File: src/design/dlps_pkg.sv
`timescale 1ns / 1ps
// Shared types and constants for the delay-line pitch shifter.
// Used by the top level, the shared multiply unit and the port checker.
package dlps_pkg;

  localparam int DEPTH_DEF = 4096;
  localparam int FADE_DEF  = 100;

  localparam int SAMPLE_W  = 16;
  localparam int STEP_W    = 19;
  localparam int MAXD_W    = 12;
  localparam int PHASE_W   = 2;
  localparam int DELAY_W   = 28;   // Q12.16
  localparam int FRAC_W    = 16;
  localparam int CFG_W     = 19;
  localparam int CFG_IDX_W = 2;
  localparam int CNT_W     = 7;    // fade length is at most 127
  localparam int NUM_W     = 24;   // crossfade numerator, below 2^23
  localparam int QUO_W     = 17;
  localparam int MUL_W     = 26;
  localparam int PROD_W    = 2 * MUL_W;
  localparam int RECIP_SH  = 24;

  localparam logic [MAXD_W-1:0]  MAXD_RST         = 12'd2400;
  localparam logic [MAXD_W-1:0]  MAXD_MIN         = 12'd3;
  localparam logic [PHASE_W-1:0] PHASE_RST        = 2'd1;
  localparam logic [PHASE_W-1:0] PHASE_THIRD      = 2'd2;
  localparam logic [PHASE_W-1:0] PHASE_TWO_THIRDS = 2'd3;

  typedef enum logic [CFG_IDX_W-1:0] {
    CFG_DELAY_STEP  = 2'd0,
    CFG_MAX_DELAY   = 2'd1,
    CFG_START_PHASE = 2'd2
  } cfg_reg_t;

  typedef enum logic [2:0] {
    OP_NONE   = 3'd0,
    OP_INTERP = 3'd1,
    OP_FADE   = 3'd2,
    OP_SCALE  = 3'd3,
    OP_RECIP  = 3'd4,
    OP_BACK   = 3'd5
  } alu_op_t;

  typedef struct packed {
    logic        [FRAC_W-1:0]   frac;
    logic signed [SAMPLE_W-1:0] near;
    logic signed [SAMPLE_W-1:0] rdata;
    logic        [CNT_W-1:0]    cnt;
    logic signed [SAMPLE_W-1:0] tap_old;
    logic signed [SAMPLE_W-1:0] tap_new;
    logic        [NUM_W-1:0]    num;
    logic        [QUO_W-1:0]    qe;
  } alu_opnd_t;

endpackage

File: src/design/dlps_alu.sv
`timescale 1ns / 1ps
// Shared multiplier with operand selection and a registered product.
// Depends on dlps_pkg.
module dlps_alu
  import dlps_pkg::*;
#(
  parameter int FADE_LENGTH = FADE_DEF
) (
  input  logic                     clk,
  input  alu_op_t                  op,
  input  alu_opnd_t                opnd,
  output logic signed [PROD_W-1:0] prod
);

  // floor(2^24 / L): quotient estimate is exact or one low
  localparam int RECIP      = (1 << RECIP_SH) / FADE_LENGTH;
  localparam int SAMPLE_OFS = 1 << (SAMPLE_W - 1);

  logic signed [MUL_W-1:0] a_op;
  logic signed [MUL_W-1:0] b_op;

  always_comb begin
    case (op)
      OP_INTERP: begin
        a_op = MUL_W'(opnd.frac);
        b_op = MUL_W'(opnd.rdata) - MUL_W'(opnd.near);
      end
      OP_FADE: begin
        a_op = MUL_W'(opnd.cnt);
        b_op = MUL_W'(opnd.tap_new) - MUL_W'(opnd.tap_old);
      end
      OP_SCALE: begin
        a_op = MUL_W'(opnd.tap_old) + MUL_W'(SAMPLE_OFS);
        b_op = MUL_W'(FADE_LENGTH);
      end
      OP_RECIP: begin
        a_op = MUL_W'(opnd.num);
        b_op = MUL_W'(RECIP);
      end
      OP_BACK: begin
        a_op = MUL_W'(opnd.qe);
        b_op = MUL_W'(FADE_LENGTH);
      end
      default: begin
        a_op = '0;
        b_op = '0;
      end
    endcase
  end

  always_ff @(posedge clk) begin
    prod <= a_op * b_op;
  end

endmodule

File: config.mk
export PLATFORM = sky130hd
export DESIGN_NAME = dlps_alu
export DESIGN_NICKNAME = d
export VERILOG_FILES = /design/src/design/dlps_pkg.sv /design/src/design/dlps_alu.sv
export SDC_FILE = /design/constraint.sdc
export NUM_CORES = 1
export LEC_CHECK = 0
export BUFFER_PORTS_ARGS = -buffer_cell sky130_fd_sc_hd__clkbuf_2
export CORE_ASPECT_RATIO = 0.5
export CORE_MARGIN = 4
export CORE_UTILIZATION = 45
export DETAILED_ROUTE_END_ITERATION = 10
export SYNTH_ARGS = -nofsm -noshare
export SYNTH_HDL_FRONTEND = slang
export SYNTH_SLANG_ARGS = --single-unit
File: constraint.sdc
create_clock -name clk -period 10.35 [get_ports clk]
set_input_delay 0.5175 -clock clk [delete_from_list [all_inputs] [get_ports clk]]
set_output_delay 0.5175 -clock clk [all_outputs]
set_load 0.01 [all_outputs]
Yosys cells after proc, flatten, opt, wreduce, memory -nomap -nowiden
Index checks and enable logic that the tools add are counted.
Cells by class
  mux-type cells: 2
  equal/unequal tests: 5
  reductions and logical operators: 1
  add/sub/neg operators: 3
  multipliers: 1
Operators by type and width (count)
  $pmux 26 s5: 1
  $pmux 26 s4: 1
  $mul 26x26->52: 1
  $sub 16x16->17: 2
  $add 16x17->18 const B: 1
  $eq 3x2->1 const B: 2
  $eq 3x3->1 const B: 2
  $eq 3x1->1 const B: 1
  $reduce_or 2->1: 1
Word-level totals
  word-level logic and storage cells: 13
  output and inout bits: 52
  input bits: 132
  flip-flop bits (word level): 52

Longest topological paths before layout
Gate-level depths: netlist (run 1).
  depth after elaboration: 4
  depth in mapped cells: 40
  gate-level depth less buffers: 37

Worst setup path before layout (run 1)
No wires, ideal clock.
  kind: input-to-reg
  from: input opnd[80] (netlist bit)
  to: register prod[51]
  stages on the path: 35
  slack: 1.447 ns
  library setup time: 0.129 ns
  arrival: 8.773 ns
  cells stage by stage: inv_1 > ha_1 > inv_1 > fa_1 > a21o_1 > a221oi_2 > nor2b_1 > o21a_1 > a21o_1 > o41a_1 > and3_1 > buf_6 > clkinv_4 > nand2_1 > inv_1 > fa_1 > fa_1 > inv_1 > fa_1 > inv_1 > fa_1 > fa_1 > fa_1 > inv_1 > fa_1 > inv_1 > ha_1 > a21oi_1 > o21ai_0 > a211o_1 > a21boi_0 > nand2_1 > a31o_1 > a2111oi_4 > xnor3_1
On the way
  word-level cells in the longest chain between the ends: 3
Ends and longest elaborated chain
  start, declared: line dlps_alu.sv:11  | input alu_opnd_t opnd,
  $sub 16x16->17: line dlps_alu.sv:26  | b_op = MUL_W'(opnd.rdata) - MUL_W'(opnd.near);
  $pmux 26 s4: line dlps_alu.sv:23  | case (op)
  $mul 26x26->52: line dlps_alu.sv:52  | prod <= a_op * b_op;
  end signal, assigned: line dlps_alu.sv:52
  end, declared: line dlps_alu.sv:12  | output logic signed [PROD_W-1:0] prod
Every way passes these cells.

Worst setup path in the final report (run 1)
  from: input opnd[58] (netlist bit)
  to: register prod[41]
On the way
  word-level cells in the longest chain between the ends: 3
  elaborated cells between the ends (all ways): 5
Ends and longest elaborated chain (line)
  $add 16x17->18 / $sub 16x16->17 (equally long branches): dlps_alu.sv:33, dlps_alu.sv:30
  $pmux 26 s5 / $pmux 26 s4 (equally long branches): dlps_alu.sv:23
  $mul 26x26->52 *: dlps_alu.sv:52
Every way passes the cells marked *; elsewhere a longest branch is shown, timed or not.

==> metrics.txt, run 1 <==
Distinct cells, synth ~80; largest area contributor in the netlist fa_1; port bufs 183; number of synthesized flops with an enable pin 0; biggest regs prod: 52 flops; synth warn 0; top-count cell post-synth inv_1; Final setup viols 0; Overflow after GRT 0; hold path cells 4; DIE WIDTH 327 µm; Pre-antenna DRT Iters 6; min-delay src opnd[17]; Final TNS setup 0 ns; cts hold-fix bufs 0; proportion of layout cells with a drive suffix above 1 a little over a tenth; Initial Utilization 45.5%; Worst-path clk slew 0.09 ns; CP required 10.60 ns; Yosys top cell area share around 46%; worst vdd ir 0.407 mV; placed cell area roughly 25000 µm²; Longest Clk Path Bufs 2; first-pass GRT wire length between 100000 and 150000 µm; # fillers 4935; Slowest cell on crit path o21ai_1; Synth top cells by count 681 x inv_1, 528 x fa_1, 270 x nand2_1, 245 x ha_1, 124 x nor2_1; 1st-iter DRT viols 1004; area of the mapped netlist ~23000 µm²; CTS H-Tree Depth 2; core area 50200 µm²; GRT Util Overall 23.7%; PwrDens 257 nW/µm²; crit-path max cell delay roughly 0.69 ns; Slew headroom 23.7%; max FFs per register 52; WL/cell 17.4 µm; Slew @ Worst Pin between 1 and 1.5 ns; DP HPWL approximately 53000 µm; maxcap violations 0; final hold viol count 0; Min-Delay Endpoint prod[0]; maximum clock frequency 102 MHz; asr flop ratio synth 0%; minimum clock period 9.79 ns; routability cong. 0.913; routed wire length 61100 µm; Vias 17403; Core Rows 58; Crit. End Element register; vias in the first global route 19051; PostCTS Resize Cnt 0; Via-to-Cell Ratio 4.96; period utilization 94.6%; IO Count 184; Synth Flop Type dfxtp_1; crit path DAT 10.04 ns; die area 54700 µm²; Design Area, Final 25400 µm²; clock root cell clkbuf_16; Routed Antenna Nets 0; # DRC 0; sequential area share after synthesis under 10%; total setup buffers inserted after CTS 0; largest fanout on the critical path 7; FF+latch count, synth 52; final net count 3720; fin. max-slew vios 0; Sink Count 52; status completed; Syn Area/Cell 9.05 µm²; Biggest register prod; antenna violations before repair 2; RSZ-0062 raised after global routing no; Post-Syn Instances around 2500; synth top area cells fa_1 46%, ha_1 13%, inv_1 11%, dfxtp_1 4.6%, nand2_1 4.4%; Die H 167 µm; clock buffer count from CTS 5; Critical Path Start Type input pin; CP dominant cell by count fa_1; largest net degree at the start of global routing 25; synth-to-layout area growth 11.1%; HP Class in2reg; LEAKAGE 13.7 nW; WS Path Type in2reg; CTS tree yes
## worst max-delay path by stage
stage                         from        to  depth (start not counted)
final                     opnd[58]  prod[41]                         35
after global routing      opnd[58]  prod[41]                         35
after CTS                 opnd[80]  prod[41]                         38
after detailed placement  opnd[80]  prod[41]                         38
after global placement    opnd[80]  prod[41]                         38
after floorplan           opnd[80]  prod[51]                         35
## where the power goes
group | internal [mW] | total (mW) | leakage (nW) | switching [mW]
clock | 0.0902 | 0.194 | 0.0736 | 0.104
combinational | 2.36 | 5.94 | 13.2 | 3.58
sequential | 0.369 | 0.396 | 0.437 | 0.0276
total | 2.81 | 6.53 | 13.7 | 3.72
## per-layer routing
metal  routed length, µm  vias up  part of all wire (%)  global-route usage (%)
met1               26200     8772                    43                    31.4
met5                   0        -                     0                       0
met4                1600        0                   2.6                    5.91
met3                3630       89                   5.9                    4.15
li1                    -     8097                     -                       -
met2               29700      445                    49                    40.7
## cell families after synthesis
family	count (synthesis)	synth area share (%)
and+or+nand+nor	549	10.9
other	2	0.0329
xor gates and xnor gates	63	2.47
AOI/OAI and AO/OA	300	8.59
muxes	25	1.12
buffers and inverters	761	12.7
DFF	52	4.55
adders and majority gates	773	59.7
## stage by stage
| stage | utilization, % | instances | setup slack [ns] | hold slack [ns] | power, mW |
|---|---|---|---|---|---|
| floorplan | - | 2639 | 1.45 | 0.776 | 4.74 |
| global placement | 50.3 | 3498 | 0.475 | 0.906 | 6.30 |
| detailed placement | 50.3 | 3498 | 0.403 | 0.906 | 6.31 |
| CTS | 50.5 | 3506 | 0.721 | 0.709 | 6.56 |
| global route | 50.6 | 3507 | 0.0425 | 0.764 | 7.45 |
| finish | 50.6 | 3507 | 0.559 | 0.729 | 6.53 |
## cell usage in the layout, fill, tap and decap left out, types with 11 or more instances in the layout
master	instances
fa_1	528
nand2b_1	13
a21o_1	19
a21oi_1	86
ha_1	245
mux2i_1	20
conb_1	116
clkbuf_2	183
nor3_1	12
dfxtp_1	52
nand3_1	12
nor2_1	123
xnor2_1	39
o22ai_1	15
nor2b_1	16
nand2_1	270
buf_4	63
inv_1	681
xor2_1	23
o21ai_0	59
o21bai_1	11
and2_1	46
## worst max-delay path: cells and delay by family
family,cells,cell delay [ns]
AOI/OAI and AO/OA,14,4.29
xor gates and xnor gates,1,0.15
adders and majority gates,9,3.99
buffers and inverters,8,0.58
and+or+nand+nor,3,0.50
## cell type report
cell class	count	area (µm²)	share of cell area, %
flip-flops and latches	52	1040	4.10
clock buffers	5	125	0.493
repair buffers	246	1390	5.47
multi-input cells	1826	19400	76.3
inverters	684	2570	10.1
clock inverters	3	18.8	0.0739
well taps	690	863	3.40
diodes	1	2.50	0.00986
No activity file was read; power rests on OpenSTA's default activity.
==> run 2, diff against run 1 <==
--- a/config.mk
+++ b/config.mk
@@ -5,11 +5,13 @@
 export SDC_FILE = /design/constraint.sdc
 export NUM_CORES = 1
 export LEC_CHECK = 0
+export ABC_AREA = 1
 export BUFFER_PORTS_ARGS = -buffer_cell sky130_fd_sc_hd__clkbuf_2
 export CORE_ASPECT_RATIO = 0.5
 export CORE_MARGIN = 4
 export CORE_UTILIZATION = 45
 export DETAILED_ROUTE_END_ITERATION = 10
+export SETUP_SLACK_MARGIN = 0.3
 export SYNTH_ARGS = -nofsm -noshare
 export SYNTH_HDL_FRONTEND = slang
 export SYNTH_SLANG_ARGS = --single-unit
==> run 2 against run 1 <==
Synthesized area grew 4.0%. Non-clock buffer count is 55 lower. Clock power fell by 3%. Flip-flop and latch count unchanged. Sequential share of layout area is 0.087 points lower. Die area grew 3.8%. Synthesized cell count rose by 17%. Hold slack better by 0.018 ns. Worst setup slack improved by 0.62 ns. Cell area rose by 2.2%. Critical path type unchanged. Largest power group unchanged.
==> metrics.txt, run 2 <==
Synth top cells by count 852 x inv_1, 603 x nand2_1, 528 x fa_1, 245 x ha_1, 191 x nor2_1; Longest Clk Path Bufs 2; die area 56800 µm²; proportion of layout cells with a drive suffix above 1 7.81%; Final TNS setup 0 ns; status completed; routability cong. roughly 0.93; Sink Count 52; CP dominant cell by count inv_1; DIE WIDTH roughly 330 µm; max FFs per register 52; Yosys top cell area share 44.5%; minimum clock period 9.18 ns; FF+latch count, synth between 50 and 60; clock root cell clkbuf_16; Min-Delay Endpoint prod[0]; Pre-antenna DRT Iters 5; CP required 10.56 ns; CTS tree yes; cts hold-fix bufs 0; top-count cell post-synth inv_1; Worst-path clk slew 0.09 ns; core area 52100 µm²; biggest regs prod: 52 flops; 1st-iter DRT viols 1355; Slew @ Worst Pin 1.06 ns; synth warn 0; asr flop ratio synth 0%; synth top area cells fa_1 44%, inv_1 13%, ha_1 13%, nand2_1 9.5%, dfxtp_1 4.4%; Biggest register prod; maxcap violations 0; crit-path max cell delay 0.64 ns; maximum clock frequency 109 MHz; min-delay src opnd[57]; final net count 4118; LEAKAGE around 15 nW; number of synthesized flops with an enable pin 0; clock buffer count from CTS 5; commonest non-fill, non-tap cell in the layout inv_1; Slew headroom 29.4%; Post-Syn Instances 2952; worst vdd ir 0.321 mV; PwrDens roughly 290 nW/µm²; largest fanout on the critical path 50; Via-to-Cell Ratio 4.93; Ant. Diodes 0; Overflow after GRT 0; PnR worst setup slack 1.17 ns; total setup buffers inserted after CTS 0; first-pass GRT wire length 113000 µm; Distinct cells, synth 45; antenna violations before repair 0; sequential area share after synthesis 4.38%; Final setup viols 0; largest net degree at the start of global routing between 50 and 60; GRT Util Overall approximately a quarter; WS Path Type in2reg; PostCTS Resize Cnt 0; HP Class in2reg; synth-to-layout area growth 9.12%; Vias ~19000; area of the mapped netlist 23800 µm²; period utilization between 80% and 90%; Core Rows 59; Crit. End Element register; Slowest cell on crit path a221oi_4; RSZ-0062 raised after global routing no; port bufs ~180; post-place setup slack 0.575 ns; DP HPWL 63100 µm; largest area contributor in the netlist fa_1; # DRC 0; Die H 171 µm; hold path cells 4; CTS H-Tree Depth 2; Critical Path Start Type input pin; final total power 7.61 mW; Routed Antenna Nets 0; WL/cell ~18 µm; vias in the first global route between 20000 and 25000; final hold viol count 0; routed wire length 70200 µm; fin. max-slew vios 0; most frequent cells in the layout 852 x inv_1, 603 x nand2_1, 528 x fa_1, 245 x ha_1, 191 x nor2_1; IO Count about 180; Syn Area/Cell 8.05 µm²; Initial Utilization 45.6%; Synth Flop Type dfxtp_1; crit path DAT 9.39 ns
==> run 2: changes by cell type in the layout (fill, tap and decap cells not counted), sizes merged, moves of 39 or more <==
cell / previous run / this run
nand2: 273 / 612
inv: 683 / 872
and2: 46 / 7
nor2: 139 / 191
buf: 63 / 8
nand3: 12 / 70
==> run 2: power by group <==
| group | switching (mW) | internal [mW] | total [mW] |
|---|---|---|---|
| Sequential | 0.0394 | 0.381 | 0.420 |
| Clock | 0.0966 | 0.0925 | 0.189 |
| Combinational | 4.57 | 2.43 | 7.00 |
==> run 2: how the worst max path moves through the flow <==
stage	start	to	cells past startpoint
floorplan	opnd[41]	prod[50]	36
global placement	op[1]	prod[44]	32
detailed placement	op[0]	prod[45]	30
CTS	op[0]	prod[45]	30
global route	op[1]	prod[44]	32
finish	op[0]	prod[44]	32
==> run 2: per-layer routing <==
layer  wire length, µm  part of all wire, %  GRT usage [%]
met5                 0                    0              0
met4              1690                  2.4           5.46
met2             30900                   44           40.5
met1             31400                   45           36.1
met3              6280                  8.9           6.87
==> run 2: worst max-delay path: cells and delay by family <==
kind                       cells  cell delay, ns
AOI/OAI and AO/OA              2            0.78
adders and majority gates      8            3.81
buffers and inverters         12            1.99
and+or+nand+nor               10            2.27
==> run 2: logic make-up after synthesis <==
| kind of cell | Yosys count | synth area share, % |
|---|---|---|
| buffers and inverters | 922 | 15.0 |
| AO/OA/AOI/OAI | 240 | 5.87 |
| adder cells (fa/ha/maj) | 773 | 57.4 |
| other | 2 | 0.0316 |
| XOR/XNOR | 39 | 1.44 |
| AND/OR/NAND/NOR | 924 | 15.9 |
| flip-flops | 52 | 4.38 |
==> run 2: area by class of cell <==
class                           count  area (µm²)
Clock buffer                        5         125
Inverter                          871        3270
Sequential cell                    52        1040
Multi-Input combinational cell   2092       19600
Fill cell                        5220       26200
Clock inverter                      3        27.5
Tap cell                          701         877
Timing Repair Buffer              191         976
==> run 2: metrics by stage <==
stage | cells | area, µm² | util (%) | hold slack [ns]
3_3_place_gp | 3907 | 25800 | 49.4 | 0.906
6_report | 3915 | 25900 | 49.8 | 0.747
4_1_cts | 3915 | 25900 | 49.7 | 0.738
3_5_place_dp | 3907 | 25800 | 49.4 | 0.907
2_1_floorplan | 3066 | 24200 | - | 0.822
5_1_grt | 3915 | 25900 | 49.8 | 0.775
==> run 3, diff against run 2 <==
--- a/config.mk
+++ b/config.mk
@@ -9,9 +9,10 @@
 export BUFFER_PORTS_ARGS = -buffer_cell sky130_fd_sc_hd__clkbuf_2
 export CORE_ASPECT_RATIO = 0.5
 export CORE_MARGIN = 4
-export CORE_UTILIZATION = 45
+export CORE_UTILIZATION = 35
 export DETAILED_ROUTE_END_ITERATION = 10
 export SETUP_SLACK_MARGIN = 0.3
+export SLEW_MARGIN = 20
 export SYNTH_ARGS = -nofsm -noshare
 export SYNTH_HDL_FRONTEND = slang
 export SYNTH_SLANG_ARGS = --single-unit
==> constraint.sdc (replaced) <==
create_clock -name clk -period 11.8 [get_ports clk]
set_input_delay 0.59 -clock clk [delete_from_list [all_inputs] [get_ports clk]]
set_output_delay 0.59 -clock clk [all_outputs]
set_load 0.01 [all_outputs]
==> run 3 against run 2 <==
Combinational power is 10% lower. Worst setup slack better by 1.0 ns. First-iteration DRC count is 8.6% lower. Cell area is 0.76% higher. Largest power group unchanged.
==> metrics.txt, run 3 (synthesis gave the netlist of run 2 again) <==
Final setup viols 0; Pint 2.57 mW; final hold viol count 0; period utilization 81.6%; Pre-antenna DRT Iters 6; cts hold-fix bufs 0; commonest non-fill, non-tap cell in the layout inv_1; biggest regs prod: 52 flops; Reg power frac 5.4%; die area 72400 µm²; max FFs per register 52; Ant. Diodes 0; synth-to-layout area growth 9.94%; Crit. End Element register; Slew headroom 21.4%; crit-path max cell delay 0.89 ns; hold path cells 4; CP required between 10 and 15 ns; # DRC 0; DIE WIDTH about 380 µm; worst vdd ir between 0.3 and 0.4 mV; maximum clock frequency 104 MHz; Slew @ Worst Pin 1.18 ns; routability cong. 0.941; largest net degree at the start of global routing 60; proportion of layout cells with a drive suffix above 1 7.69%; clock root cell clkbuf_16; PwrDens 260 nW/µm²; Placed Instances 4098; Core Rows 67; WL/cell between 15 and 20 µm; fin. max-slew vios 0; # fillers 7015; clock buffer count from CTS 5; Clk network pwr share 2.2%; Initial Utilization 35.4%; area taken by flip-flops and latches 1040 µm²; maxcap violations 0; Via-to-Cell Ratio 4.76; crit path DAT 9.81 ns; antenna violations before repair 3; HP Class in2reg; Longest Clk Path Bufs 2; routed wire length 70900 µm; vias in the first global route 21014; PostCTS Resize Cnt 0; largest fanout on the critical path 59; final net count 4114; Final TNS setup 0 ns; Vias 19566; Biggest register prod; core area 67100 µm²; CTS H-Tree Depth 2; CTS tree yes; Slowest cell on crit path a221oi_2; Overflow after GRT 0; IO Count between 150 and 200; DP HPWL roughly 64000 µm; Multi-input gate area 19600 µm²; Critical Path Start Type input pin; first-pass GRT wire length 116000 µm; RSZ-0062 raised after global routing no; GRT Util Overall 20.5%; fin cells 4107; Gate power share 92.4%; WS Path Type in2reg; Die H 192 µm; total setup buffers inserted after CTS 0; 1st-iter DRT viols 1239; status completed; Sw Pwr 4.24 mW; most frequent cells in the layout 852 x inv_1, 603 x nand2_1, 528 x fa_1, 245 x ha_1, 191 x nor2_1; minimum clock period around 9.6 ns; Routed Antenna Nets 0; Sink Count 52; LEAKAGE 14.8 nW; CP dominant cell by count fa_1; Worst-path clk slew approximately 0.08 ns; Sw Ratio 62.3%; port bufs 183
## run 3: changes by cell type in the layout (fill, tap and decap cells not counted)
cell,before,now
a221oi_2,3,5
a221oi_4,2,0
buf_4,8,3
buf_6,0,1
## run 3: final timing paths
kind	from	to	slack, ns
worst min-delay path	opnd[112]	prod[0]	0.94
worst max-delay path	op[0]	prod[45]	2.17
## run 3: final cells by class
class,count,area share (%)
Sequential cell,52,3.98
Clock buffer,5,0.479
Multi-Input combinational cell,2092,75.0
Inverter,871,12.5
Timing Repair Buffer,187,3.63
Tap cell,897,4.29
Clock inverter,3,0.105
## run 3: worst max-delay path: cells and delay by family
| family | cells | cell delay, ns |
|---|---|---|
| AND/OR/NAND/NOR | 10 | 2.55 |
| AO/OA/AOI/OAI | 2 | 0.99 |
| adder cells (fa/ha/maj) | 8 | 3.81 |
| buffers and inverters | 10 | 1.80 |
## run 3: power groups by stage
stage          Clock [mW]  Sequential, mW  Combinational, mW
2_1_floorplan           0           0.403               4.17
3_3_place_gp            0           0.370               6.26
3_5_place_dp            0           0.370               6.20
4_1_cts             0.157           0.369               6.29
5_1_grt             0.167           0.373               7.13
6_report            0.152           0.366               6.29
## run 3: per-stage QoR
| stage | util (%) | instance area [µm²] | power (mW) | setup slack [ns] | hold WS [ns] |
|---|---|---|---|---|---|
| 2_1_floorplan | - | 24200 | 4.58 | 4.39 | 0.894 |
| 3_3_place_gp | 38.7 | 26000 | 6.63 | 1.91 | 0.978 |
| 3_5_place_dp | 38.7 | 26000 | 6.57 | 2.02 | 0.977 |
| 4_1_cts | 39.0 | 26100 | 6.81 | 2.30 | 0.930 |
| 5_1_grt | 39.0 | 26100 | 7.67 | 1.73 | 0.944 |
| 6_report | 39.0 | 26100 | 6.81 | 2.17 | 0.940 |
## run 3: per-layer routing
| layer | part of all wire, % | vias to the layer above | track usage (%) |
|---|---|---|---|
| li1 | - | 9030 | - |
| met1 | 45 | 9814 | 28.8 |
| met2 | 47 | 623 | 34.9 |
| met3 | 5.8 | 93 | 1.63 |
| met4 | 2.5 | 6 | 4.34 |
| met5 | 0.049 | - | 0 |
